===== src/hw/rtl/mrpa_pkg.sv =====
// Package of the pool allocator: field widths, request codes, types and defaults.
package mrpa_pkg;

  localparam int NUM_RESOURCES_DEF = 16;
  localparam int MAX_NEEDS_DEF     = 8;

  localparam int TYPE_W  = 2;
  localparam int ID_W    = 8;
  localparam int COUNT_W = 16;

  localparam int FIFO_DEPTH = 4;
  localparam int FIFO_AW    = $clog2(FIFO_DEPTH);
  localparam int FIFO_CW    = $clog2(FIFO_DEPTH + 1);

  localparam logic [TYPE_W-1:0] REQ_ACQUIRE = 2'd0;
  localparam logic [TYPE_W-1:0] REQ_RELEASE = 2'd1;
  localparam logic [TYPE_W-1:0] REQ_SET     = 2'd2;

  // Classified entry as it travels from front to back.
  typedef struct packed {
    logic [TYPE_W-1:0]  req_type;
    logic               known;
    logic [ID_W-1:0]    idx;
    logic [COUNT_W-1:0] amount;
    logic               last;
  } entry_t;

  // Buffered acquire demand.
  typedef struct packed {
    logic               known;
    logic [ID_W-1:0]    idx;
    logic [COUNT_W-1:0] amount;
  } pend_t;

  typedef struct packed {
    logic full;
    logic empty;
  } fifo_stat_t;

  typedef enum logic [2:0] {
    BK_FETCH,
    BK_UPDATE,
    BK_START,
    BK_CHK_RD,
    BK_CHK_EX,
    BK_UNDO_RD,
    BK_UNDO_EX,
    BK_DONE
  } back_state_t;

endpackage


===== src/hw/rtl/mrpa_if.sv =====
// Valid/ready channel interfaces for request entries and results.
interface mrpa_in_if import mrpa_pkg::*; ();
  logic               valid;
  logic               ready;
  logic [TYPE_W-1:0]  req_type;
  logic [ID_W-1:0]    resource_id;
  logic [COUNT_W-1:0] amount;
  logic               last;

  modport source (output valid, req_type, resource_id, amount, last, input ready);
  modport sink   (input valid, req_type, resource_id, amount, last, output ready);
endinterface

interface mrpa_out_if;
  logic valid;
  logic ready;
  logic granted;
  logic saturated;
  logic bad_id;

  modport source (output valid, granted, saturated, bad_id, input ready);
  modport sink   (input valid, granted, saturated, bad_id, output ready);
endinterface


===== src/hw/rtl/mrpa_ram.sv =====
// Generic single-write, single-read RAM with registered read data.
module mrpa_ram #(
  parameter int WIDTH = 16,
  parameter int DEPTH = 16,
  localparam int AW = (DEPTH > 1) ? $clog2(DEPTH) : 1
) (
  input  logic             clk,
  input  logic             we,
  input  logic [AW-1:0]    waddr,
  input  logic [WIDTH-1:0] wdata,
  input  logic             re,
  input  logic [AW-1:0]    raddr,
  output logic [WIDTH-1:0] rdata
);

  logic [WIDTH-1:0] mem [DEPTH];
  logic [WIDTH-1:0] rdata_r;

  always_ff @(posedge clk) begin
    if (we) begin
      mem[waddr] <= wdata;
    end
    if (re) begin
      rdata_r <= mem[raddr];
    end
  end

  assign rdata = rdata_r;

endmodule


===== src/hw/rtl/mrpa_front.sv =====
// Front end: take request entries, classify the resource id, push into the queue.
module mrpa_front import mrpa_pkg::*; #(
  parameter int NUM_RESOURCES = NUM_RESOURCES_DEF
) (
  mrpa_in_if.sink    in_chan,
  input  fifo_stat_t stat,
  output logic       push,
  output entry_t     push_data
);

  logic [ID_W-1:0] id_m1;

  assign id_m1 = in_chan.resource_id - ID_W'(1);

  assign in_chan.ready = !stat.full;
  assign push          = in_chan.valid && !stat.full;

  always_comb begin
    push_data.req_type = in_chan.req_type;
    // Ids 1..NUM_RESOURCES map to slots 0..NUM_RESOURCES-1.
    push_data.known    = (in_chan.resource_id != '0) &&
                         (in_chan.resource_id <= ID_W'(NUM_RESOURCES));
    push_data.idx      = id_m1;
    push_data.amount   = in_chan.amount;
    push_data.last     = in_chan.last;
  end

endmodule


===== src/hw/rtl/mrpa_fifo.sv =====
// Short entry queue between the front end and the back end.
module mrpa_fifo import mrpa_pkg::*; (
  input  logic       clk,
  input  logic       rst_n,
  input  logic       push,
  input  entry_t     push_data,
  input  logic       pop,
  output entry_t     head,
  output fifo_stat_t stat
);

  entry_t               mem_r [FIFO_DEPTH];
  logic [FIFO_AW-1:0]   wr_ptr_r, wr_ptr_nxt;
  logic [FIFO_AW-1:0]   rd_ptr_r, rd_ptr_nxt;
  logic [FIFO_CW-1:0]   cnt_r, cnt_nxt;
  logic                 do_push, do_pop;

  assign stat.full  = (cnt_r == FIFO_CW'(FIFO_DEPTH));
  assign stat.empty = (cnt_r == '0);
  assign do_push    = push && !stat.full;
  assign do_pop     = pop && !stat.empty;
  assign head       = mem_r[rd_ptr_r];

  always_comb begin
    wr_ptr_nxt = do_push ? wr_ptr_r + FIFO_AW'(1) : wr_ptr_r;
    rd_ptr_nxt = do_pop  ? rd_ptr_r + FIFO_AW'(1) : rd_ptr_r;
    cnt_nxt    = cnt_r;
    if (do_push && !do_pop) begin
      cnt_nxt = cnt_r + FIFO_CW'(1);
    end else if (do_pop && !do_push) begin
      cnt_nxt = cnt_r - FIFO_CW'(1);
    end
  end

  always_ff @(posedge clk) begin
    if (!rst_n) begin
      wr_ptr_r <= '0;
      rd_ptr_r <= '0;
      cnt_r    <= '0;
    end else begin
      wr_ptr_r <= wr_ptr_nxt;
      rd_ptr_r <= rd_ptr_nxt;
      cnt_r    <= cnt_nxt;
    end
    if (do_push) begin
      mem_r[wr_ptr_r] <= push_data;
    end
  end

endmodule


===== src/hw/rtl/mrpa_back.sv =====
// Back end: apply entries to the count store, check and take acquire demands, emit results.
module mrpa_back import mrpa_pkg::*; #(
  parameter int NUM_RESOURCES = NUM_RESOURCES_DEF,
  parameter int MAX_NEEDS     = MAX_NEEDS_DEF
) (
  input  logic       clk,
  input  logic       rst_n,
  input  entry_t     head,
  input  fifo_stat_t stat,
  output logic       pop,
  mrpa_out_if.source out_chan
);

  localparam int IDX_W = (NUM_RESOURCES > 1) ? $clog2(NUM_RESOURCES) : 1;
  localparam int PAW   = (MAX_NEEDS > 1) ? $clog2(MAX_NEEDS) : 1;
  localparam int CW    = $clog2(MAX_NEEDS + 1);

  back_state_t        state_r, state_nxt;
  entry_t             ent_r, ent_nxt;
  logic [CW-1:0]      pcnt_r, pcnt_nxt;
  logic [CW-1:0]      i_r, i_nxt, i_inc;
  logic [CW-1:0]      fail_r, fail_nxt;
  logic               ovf_r, ovf_nxt;
  logic               sat_r, sat_nxt;
  logic               bad_r, bad_nxt;
  logic               grant_r, grant_nxt;
  logic               out_valid_r, out_valid_nxt;
  logic               out_grant_r, out_grant_nxt;
  logic               out_sat_r, out_sat_nxt;
  logic               out_bad_r, out_bad_nxt;
  logic [NUM_RESOURCES-1:0] vld_r;
  logic               cnt_vld_q_r;

  logic               pw_en, pr_en;
  logic [PAW-1:0]     pw_addr, pr_addr;
  pend_t              pw_data, prd;

  logic               cr_en, cw_en;
  logic [IDX_W-1:0]   cr_addr, cw_addr;
  logic [COUNT_W-1:0] cw_data, cnt_rdata, cnt_q, have;
  logic [COUNT_W:0]   sum;

  mrpa_ram #(.WIDTH($bits(pend_t)), .DEPTH(MAX_NEEDS)) u_pend_ram (
    .clk   (clk),
    .we    (pw_en),
    .waddr (pw_addr),
    .wdata (pw_data),
    .re    (pr_en),
    .raddr (pr_addr),
    .rdata (prd)
  );

  mrpa_ram #(.WIDTH(COUNT_W), .DEPTH(NUM_RESOURCES)) u_count_ram (
    .clk   (clk),
    .we    (cw_en),
    .waddr (cw_addr),
    .wdata (cw_data),
    .re    (cr_en),
    .raddr (cr_addr),
    .rdata (cnt_rdata)
  );

  // A slot never written since reset reads as zero.
  assign cnt_q = cnt_vld_q_r ? cnt_rdata : '0;
  assign sum   = {1'b0, cnt_q} + {1'b0, ent_r.amount};
  assign have  = prd.known ? cnt_q : '0;
  assign i_inc = i_r + CW'(1);

  assign out_chan.valid     = out_valid_r;
  assign out_chan.granted   = out_grant_r;
  assign out_chan.saturated = out_sat_r;
  assign out_chan.bad_id    = out_bad_r;

  always_comb begin
    state_nxt     = state_r;
    ent_nxt       = ent_r;
    pcnt_nxt      = pcnt_r;
    i_nxt         = i_r;
    fail_nxt      = fail_r;
    ovf_nxt       = ovf_r;
    sat_nxt       = sat_r;
    bad_nxt       = bad_r;
    grant_nxt     = grant_r;
    out_valid_nxt = out_valid_r && !out_chan.ready;
    out_grant_nxt = out_grant_r;
    out_sat_nxt   = out_sat_r;
    out_bad_nxt   = out_bad_r;
    pop           = 1'b0;
    pw_en         = 1'b0;
    pw_addr       = pcnt_r[PAW-1:0];
    pw_data       = '{known: head.known, idx: head.idx, amount: head.amount};
    pr_en         = 1'b0;
    pr_addr       = i_r[PAW-1:0];
    cr_en         = 1'b0;
    cr_addr       = head.idx[IDX_W-1:0];
    cw_en         = 1'b0;
    cw_addr       = ent_r.idx[IDX_W-1:0];
    cw_data       = '0;

    unique case (state_r)
      BK_FETCH: begin
        if (!stat.empty) begin
          pop     = 1'b1;
          ent_nxt = head;
          if (!head.known && head.req_type <= REQ_SET) begin
            bad_nxt = 1'b1;
          end
          state_nxt = head.last ? BK_START : BK_FETCH;
          case (head.req_type) inside
            REQ_ACQUIRE: begin
              if (pcnt_r < CW'(MAX_NEEDS)) begin
                pw_en    = 1'b1;
                pcnt_nxt = pcnt_r + CW'(1);
              end else begin
                ovf_nxt = 1'b1;
              end
            end
            REQ_RELEASE, REQ_SET: begin
              if (head.known) begin
                cr_en     = 1'b1;
                state_nxt = BK_UPDATE;
              end
            end
            default: begin
            end
          endcase
        end
      end

      BK_UPDATE: begin
        cw_en = 1'b1;
        if (ent_r.req_type == REQ_SET) begin
          cw_data = ent_r.amount;
        end else if (sum[COUNT_W]) begin
          cw_data = '1;
          sat_nxt = 1'b1;
        end else begin
          cw_data = sum[COUNT_W-1:0];
        end
        state_nxt = ent_r.last ? BK_START : BK_FETCH;
      end

      BK_START: begin
        i_nxt = '0;
        if (ovf_r) begin
          grant_nxt = 1'b0;
          state_nxt = BK_DONE;
        end else if (pcnt_r == '0) begin
          grant_nxt = 1'b1;
          state_nxt = BK_DONE;
        end else begin
          pr_en     = 1'b1;
          pr_addr   = '0;
          state_nxt = BK_CHK_RD;
        end
      end

      BK_CHK_RD: begin
        cr_en     = prd.known;
        cr_addr   = prd.idx[IDX_W-1:0];
        state_nxt = BK_CHK_EX;
      end

      BK_CHK_EX: begin
        cw_addr = prd.idx[IDX_W-1:0];
        if (have < prd.amount) begin
          // Demand does not fit: put back what the earlier entries took.
          fail_nxt = i_r;
          i_nxt    = '0;
          if (i_r == '0) begin
            grant_nxt = 1'b0;
            state_nxt = BK_DONE;
          end else begin
            pr_en     = 1'b1;
            pr_addr   = '0;
            state_nxt = BK_UNDO_RD;
          end
        end else begin
          cw_en   = prd.known;
          cw_data = have - prd.amount;
          i_nxt   = i_inc;
          if (i_inc == pcnt_r) begin
            grant_nxt = 1'b1;
            state_nxt = BK_DONE;
          end else begin
            pr_en     = 1'b1;
            pr_addr   = i_inc[PAW-1:0];
            state_nxt = BK_CHK_RD;
          end
        end
      end

      BK_UNDO_RD: begin
        cr_en     = prd.known;
        cr_addr   = prd.idx[IDX_W-1:0];
        state_nxt = BK_UNDO_EX;
      end

      BK_UNDO_EX: begin
        cw_en   = prd.known;
        cw_addr = prd.idx[IDX_W-1:0];
        cw_data = cnt_q + prd.amount;
        i_nxt   = i_inc;
        if (i_inc == fail_r) begin
          grant_nxt = 1'b0;
          state_nxt = BK_DONE;
        end else begin
          pr_en     = 1'b1;
          pr_addr   = i_inc[PAW-1:0];
          state_nxt = BK_UNDO_RD;
        end
      end

      BK_DONE: begin
        if (!out_valid_r || out_chan.ready) begin
          out_valid_nxt = 1'b1;
          out_grant_nxt = grant_r;
          out_sat_nxt   = sat_r;
          out_bad_nxt   = bad_r;
          pcnt_nxt      = '0;
          ovf_nxt       = 1'b0;
          sat_nxt       = 1'b0;
          bad_nxt       = 1'b0;
          state_nxt     = BK_FETCH;
        end
      end

      default: begin
        state_nxt = BK_FETCH;
      end
    endcase
  end

  always_ff @(posedge clk) begin
    if (!rst_n) begin
      state_r     <= BK_FETCH;
      pcnt_r      <= '0;
      ovf_r       <= 1'b0;
      sat_r       <= 1'b0;
      bad_r       <= 1'b0;
      out_valid_r <= 1'b0;
      vld_r       <= '0;
    end else begin
      state_r     <= state_nxt;
      pcnt_r      <= pcnt_nxt;
      ovf_r       <= ovf_nxt;
      sat_r       <= sat_nxt;
      bad_r       <= bad_nxt;
      out_valid_r <= out_valid_nxt;
      if (cw_en) begin
        vld_r[cw_addr] <= 1'b1;
      end
    end
    if (cr_en) begin
      cnt_vld_q_r <= vld_r[cr_addr];
    end
    ent_r       <= ent_nxt;
    i_r         <= i_nxt;
    fail_r      <= fail_nxt;
    grant_r     <= grant_nxt;
    out_grant_r <= out_grant_nxt;
    out_sat_r   <= out_sat_nxt;
    out_bad_r   <= out_bad_nxt;
  end

endmodule


===== src/hw/rtl/multi_resource_pool_allocator_unit.sv =====
// Multi-resource pool allocator: counting semaphores with all-or-nothing acquire.
//
// Channels: in_chan carries request entries (req_type, resource_id, amount,
// last); out_chan carries one result (granted, saturated, bad_id) for each
// request, produced by the entry that carries last. Both are valid/ready.
// Entries enter a four-deep queue; the back end drains it one entry at a time.
// Per entry in the back end: an acquire is written to the pending buffer, a
// release or set on a known id reads the count store, then writes it; other
// entries are only popped. After the final entry the back end walks the
// buffered acquire entries for the fit check and, on a refusal, walks the
// entries already taken to put them back. Both walks go through the
// registered read ports of the pending buffer and the count store, one entry
// at a time.
// Reset (synchronous, rst_n low) empties the queue, the pending buffer and the
// flags; the count store reads as zero through per-slot valid bits, so no
// clearing pass is needed. When the receiver stalls, the result holds in the
// output register; the back end waits with the next result while the queue
// keeps taking entries until it fills.
module multi_resource_pool_allocator_unit import mrpa_pkg::*; #(
  parameter int NUM_RESOURCES = NUM_RESOURCES_DEF,
  parameter int MAX_NEEDS     = MAX_NEEDS_DEF
) (
  input  logic       clk,
  input  logic       rst_n,
  mrpa_in_if.sink    in_chan,
  mrpa_out_if.source out_chan
);

  logic       push;
  logic       pop;
  entry_t     push_data;
  entry_t     head;
  fifo_stat_t stat;

  // Classify ids and hand entries to the queue.
  mrpa_front #(.NUM_RESOURCES(NUM_RESOURCES)) u_front (
    .in_chan   (in_chan),
    .stat      (stat),
    .push      (push),
    .push_data (push_data)
  );

  // Decouple intake from execution.
  mrpa_fifo u_fifo (
    .clk       (clk),
    .rst_n     (rst_n),
    .push      (push),
    .push_data (push_data),
    .pop       (pop),
    .head      (head),
    .stat      (stat)
  );

  // Execute entries against the count store and emit results.
  mrpa_back #(
    .NUM_RESOURCES (NUM_RESOURCES),
    .MAX_NEEDS     (MAX_NEEDS)
  ) u_back (
    .clk      (clk),
    .rst_n    (rst_n),
    .head     (head),
    .stat     (stat),
    .pop      (pop),
    .out_chan (out_chan)
  );

endmodule


===== src/flat_wrapper.sv =====
// flat-port wrapper written by rule: the top's interface ports become plain ports
module multi_resource_pool_allocator_unit_flat import mrpa_pkg::*;
#(
  parameter int NUM_RESOURCES = NUM_RESOURCES_DEF,
  parameter int MAX_NEEDS     = MAX_NEEDS_DEF
)
  (clk, rst_n, in_chan_valid, in_chan_req_type, in_chan_resource_id, in_chan_amount, in_chan_last, in_chan_ready, out_chan_valid, out_chan_granted, out_chan_saturated, out_chan_bad_id, out_chan_ready);
  mrpa_in_if in_chan_i ();
  mrpa_out_if out_chan_i ();
  input  logic clk;
  input  logic rst_n;
  input wire logic [$bits(in_chan_i.valid)-1:0] in_chan_valid;
  input wire logic [$bits(in_chan_i.req_type)-1:0] in_chan_req_type;
  input wire logic [$bits(in_chan_i.resource_id)-1:0] in_chan_resource_id;
  input wire logic [$bits(in_chan_i.amount)-1:0] in_chan_amount;
  input wire logic [$bits(in_chan_i.last)-1:0] in_chan_last;
  output wire logic [$bits(in_chan_i.ready)-1:0] in_chan_ready;
  output wire logic [$bits(out_chan_i.valid)-1:0] out_chan_valid;
  output wire logic [$bits(out_chan_i.granted)-1:0] out_chan_granted;
  output wire logic [$bits(out_chan_i.saturated)-1:0] out_chan_saturated;
  output wire logic [$bits(out_chan_i.bad_id)-1:0] out_chan_bad_id;
  input wire logic [$bits(out_chan_i.ready)-1:0] out_chan_ready;
  assign in_chan_i.valid = in_chan_valid;
  assign in_chan_i.req_type = in_chan_req_type;
  assign in_chan_i.resource_id = in_chan_resource_id;
  assign in_chan_i.amount = in_chan_amount;
  assign in_chan_i.last = in_chan_last;
  assign in_chan_ready = in_chan_i.ready;
  assign out_chan_valid = out_chan_i.valid;
  assign out_chan_granted = out_chan_i.granted;
  assign out_chan_saturated = out_chan_i.saturated;
  assign out_chan_bad_id = out_chan_i.bad_id;
  assign out_chan_i.ready = out_chan_ready;
  multi_resource_pool_allocator_unit #(.NUM_RESOURCES(NUM_RESOURCES), .MAX_NEEDS(MAX_NEEDS)) u_core (.clk(clk), .rst_n(rst_n), .in_chan(in_chan_i), .out_chan(out_chan_i));
endmodule

===== config.mk =====
export PLATFORM = sky130hd
export DESIGN_NAME = multi_resource_pool_allocator_unit_flat
export DESIGN_NICKNAME = d
export VERILOG_FILES = /design/src/hw/rtl/mrpa_pkg.sv /design/src/hw/rtl/mrpa_if.sv /design/src/hw/rtl/mrpa_ram.sv /design/src/hw/rtl/mrpa_front.sv /design/src/hw/rtl/mrpa_fifo.sv /design/src/hw/rtl/mrpa_back.sv /design/src/hw/rtl/multi_resource_pool_allocator_unit.sv /design/src/flat_wrapper.sv
export SDC_FILE = /design/constraint.sdc
export NUM_CORES = 1
export LEC_CHECK = 0
export BUFFER_PORTS_ARGS = -buffer_cell sky130_fd_sc_hd__buf_4
export CORE_MARGIN = 5
export CORE_UTILIZATION = 48
export CTS_BUF_LIST = sky130_fd_sc_hd__clkbuf_4 sky130_fd_sc_hd__clkbuf_8
export DETAILED_ROUTE_END_ITERATION = 16
export GPL_ROUTABILITY_DRIVEN = 1
export GPL_TIMING_DRIVEN = 1
export PLACE_DENSITY = 0.7
export SYNTH_ARGS = -nofsm -noshare
export SYNTH_HDL_FRONTEND = slang
export SYNTH_SLANG_ARGS = --single-unit

===== constraint.sdc =====
create_clock -name clk -period 5.7 [get_ports clk]
set_input_delay 0.285 -clock clk [delete_from_list [all_inputs] [get_ports clk]]
set_output_delay 0.285 -clock clk [all_outputs]
set_load 0.01 [all_outputs]

==> metrics <==
crit path launch type register; crit path kind reg -> reg; synthesized cell area 27600 um2; yosys warns 0; row cnt 87; library cells used by synthesis 79; WP data required 6120 ps; final net count 2106; Seq/Total Area, Yosys approximately two thirds; CTS Sinks 629; GR Util All Layers 19.1%; initial core utilization between 40% and 50%; DP HPWL 38.0 mm; EDFF count, synth 593; first-pass GRT wire length approximately 93 mm; post-CTS setup repair buffer count 0; initial DRC count 1243; Synth Register Bits 629; area delta synth->final 12.6%; fmax 204 MHz; final wirelength 61.0 mm; Die Area 62400 um2; Pre-Repair DR Iteration Count 5; CTS tree built; H-tree depth reported by CTS 3; clock skew 21.4 ps; Tmin final 4900 ps; GR Overflow Total 0; Max Cap Viol 0; vias in the first global route 16.2k; fill count 4446; endpoints failing setup 0; ANT nets after route 0; syn_area_per_cell 14.5 um2; placer congestion estimate around 0.86; Final Max Tran Viols 0; post-synthesis instance total 1907; synthesized netlist net count ~2k; Peak VDD IR 337 uV; port bufs 35; Fin Hold WS 99.7 ps; Routed WL per cell 21.4 um; status finished clean; worst skew pair latency 680 ps; largest net degree at the start of global routing 60; Vias around 16k; Hold Path Class in -> reg; Setup crit end kind register; fin crit share 86.0%; leakage 11.0 nW; die height 250 um; Placed Cells between 2k and 3k; fin cells 2844; worst rel slew slack 25.9%; Pwr Density 504 nW/um2; proportion of layout cells with a drive suffix above 1 between 10% and 20%; unrepaired setup endpoints after global routing no; CTS Buf Count between 90 and 100; Top FF cell, synth edfxtp_1; Core ar. 56700 um2; initial antenna violation count 1; DRC 0; final setup TNS 0 ps; Post-synth ARST share 0%; Worst-Margin Slew roughly 1100 ps; post-cts sizing count 0; Tot Pwr 15.6 mW; IO Count 36; routed vias/inst 5.72; hold_buf cts 26; final hold vios 0; Reg clk slew, reported paths 60 ps; CTS root buf clkbuf_8; CP max FO 30; Clock Tree Buf Depth 3; Die X ~250 um; crit path DAT 5320 ps
==> cell type report <==
class	count	area, um2	share of cell area, %
well taps	756	946	3.05
clock buffers	125	1560	5.04
inverters	49	184	0.592
multi-input cells	1130	8540	27.5
flip-flops and latches	629	18500	59.7
clock inverters	49	348	1.12
diodes	1	2.50	0.00806
repair buffers	105	941	3.03
==> per-stage QoR <==
step / worst slack [ps] / utilization [%] / instance area (um2)
after global placement: 1090 / 50.9 / 28900
final: 798 / 54.8 / 31100
after CTS: 898 / 54.8 / 31100
after detailed placement: 953 / 50.9 / 28900
after global routing: 449 / 54.8 / 31100
after floorplan: 1590 / - / 27600
==> cells in the mapped netlist (35+ instances only) <==
cell | n | area [um2]
a211oi_1 | 87 | 653
a21oi_1 | 68 | 340
a31oi_1 | 54 | 338
and2_0 | 35 | 219
and2_1 | 61 | 382
clkbuf_1 | 66 | 248
dfxtp_1 | 36 | 721
edfxtp_1 | 593 | 17800
ha_1 | 61 | 763
inv_1 | 48 | 180
mux2i_1 | 135 | 1350
nand2_1 | 172 | 646
nor2_1 | 68 | 255
o21ai_0 | 45 | 225
==> cell usage in the layout (no fill, tap or decap), types with 14 or more instances in the layout <==
cell / instances
mux4_2: 24
a21oi_1: 67
nor2_1: 46
a21o_1: 14
and2_0: 35
clkinv_2: 14
a211oi_1: 87
o21a_1: 19
xnor2_1: 30
clkbuf_8: 100
clkbuf_4: 25
a31oi_1: 53
ha_1: 61
xor2_1: 25
dlygate4sd3_1: 26
clkinv_1: 27
and3_1: 25
inv_1: 48
buf_4: 72
mux2i_1: 132
mux2_2: 22
a311oi_1: 34
nor2_2: 16
and2_1: 61
nor3_1: 14
nand2_1: 172
o21ai_0: 45
dfxtp_1: 35
edfxtp_1: 593
==> cells by family (layout without fill, tap and decap cells) <==
| logic type | count (synthesis) | count (layout) | share of synthesized area, % |
|---|---|---|---|
| AOI/OAI and AO/OA | 384 | 384 | 9.60 |
| DFF | 629 | 629 | 67.2 |
| adders and majority gates | 65 | 65 | 3.06 |
| muxes | 182 | 182 | 7.80 |
| and+or+nand+nor | 441 | 441 | 7.92 |
| other | 0 | 1 | 0 |
| buffers and inverters | 148 | 328 | 2.51 |
| xor gates and xnor gates | 58 | 58 | 1.95 |
==> per-layer routing <==
| metal | up-vias | track usage [%] | share of wire [%] |
|---|---|---|---|
| met4 | 0 | 6.99 | 2.6 |
| met5 | - | 0 | 0 |
| met2 | 475 | 31.8 | 49 |
| met1 | 8177 | 25.5 | 43 |
| li1 | 7527 | - | - |
| met3 | 96 | 3.08 | 5.5 |
==> flip-flops by register name, summed over array words and instances (netlist names), 4 cells and up, named ones only <==
signal	count
u_core.u_back.vld_r	16
u_core.u_back.fail_r	4
u_core.u_back.u_pend_ram.rdata	21
u_core.u_back.pcnt_r	4
u_core.u_back.ent_r	23
u_core.u_back.i_r	4
u_core.u_back.u_pend_ram.mem	168
u_core.u_back.u_count_ram.rdata	16
u_core.u_back.u_count_ram.mem	256
u_core.u_fifo.mem_r	96
==> where the power goes <==
group	internal [mW]	total (mW)	leakage, nW	switching, mW
Clock	2.02	3.69	1.01	1.67
Combinational	2.06	5.60	4.13	3.54
Sequential	6.07	6.36	5.85	0.289
Total	10.2	15.6	11.0	5.50
==> worst max-delay path, cell delays in order (launching register included) <==
cell and delay (ps):
edfxtp_1 800, and2_1 280, nand2_1 70, ha_1 250, fa_1 440, nand3b_1 200
a31oi_1 320, o211ai_1 290, and3b_1 270, o21ai_1 260, a221o_4 470, buf_4 350
mux2i_1 250, mux2i_1 100, mux2_2 270
==> final timing paths <==
check | start | to | slack, ps | cells after the start
setup / recovery | u_core.u_back.cnt_vld_q_r | u_core.u_back.u_pend_ram.rdata[13] | 800 | 14
hold / removal | in_chan_resource_id[1] | u_core.u_fifo.mem_r[1][20] | 100 | 3
setup reg to reg | u_core.u_back.cnt_vld_q_r | u_core.u_back.u_pend_ram.rdata[13] | 800 | 14
hold reg to reg | u_core.u_back.bad_r | u_core.u_back.out_chan.bad_id | 450 | 0
No activity file was read; power rests on OpenSTA's default activity.
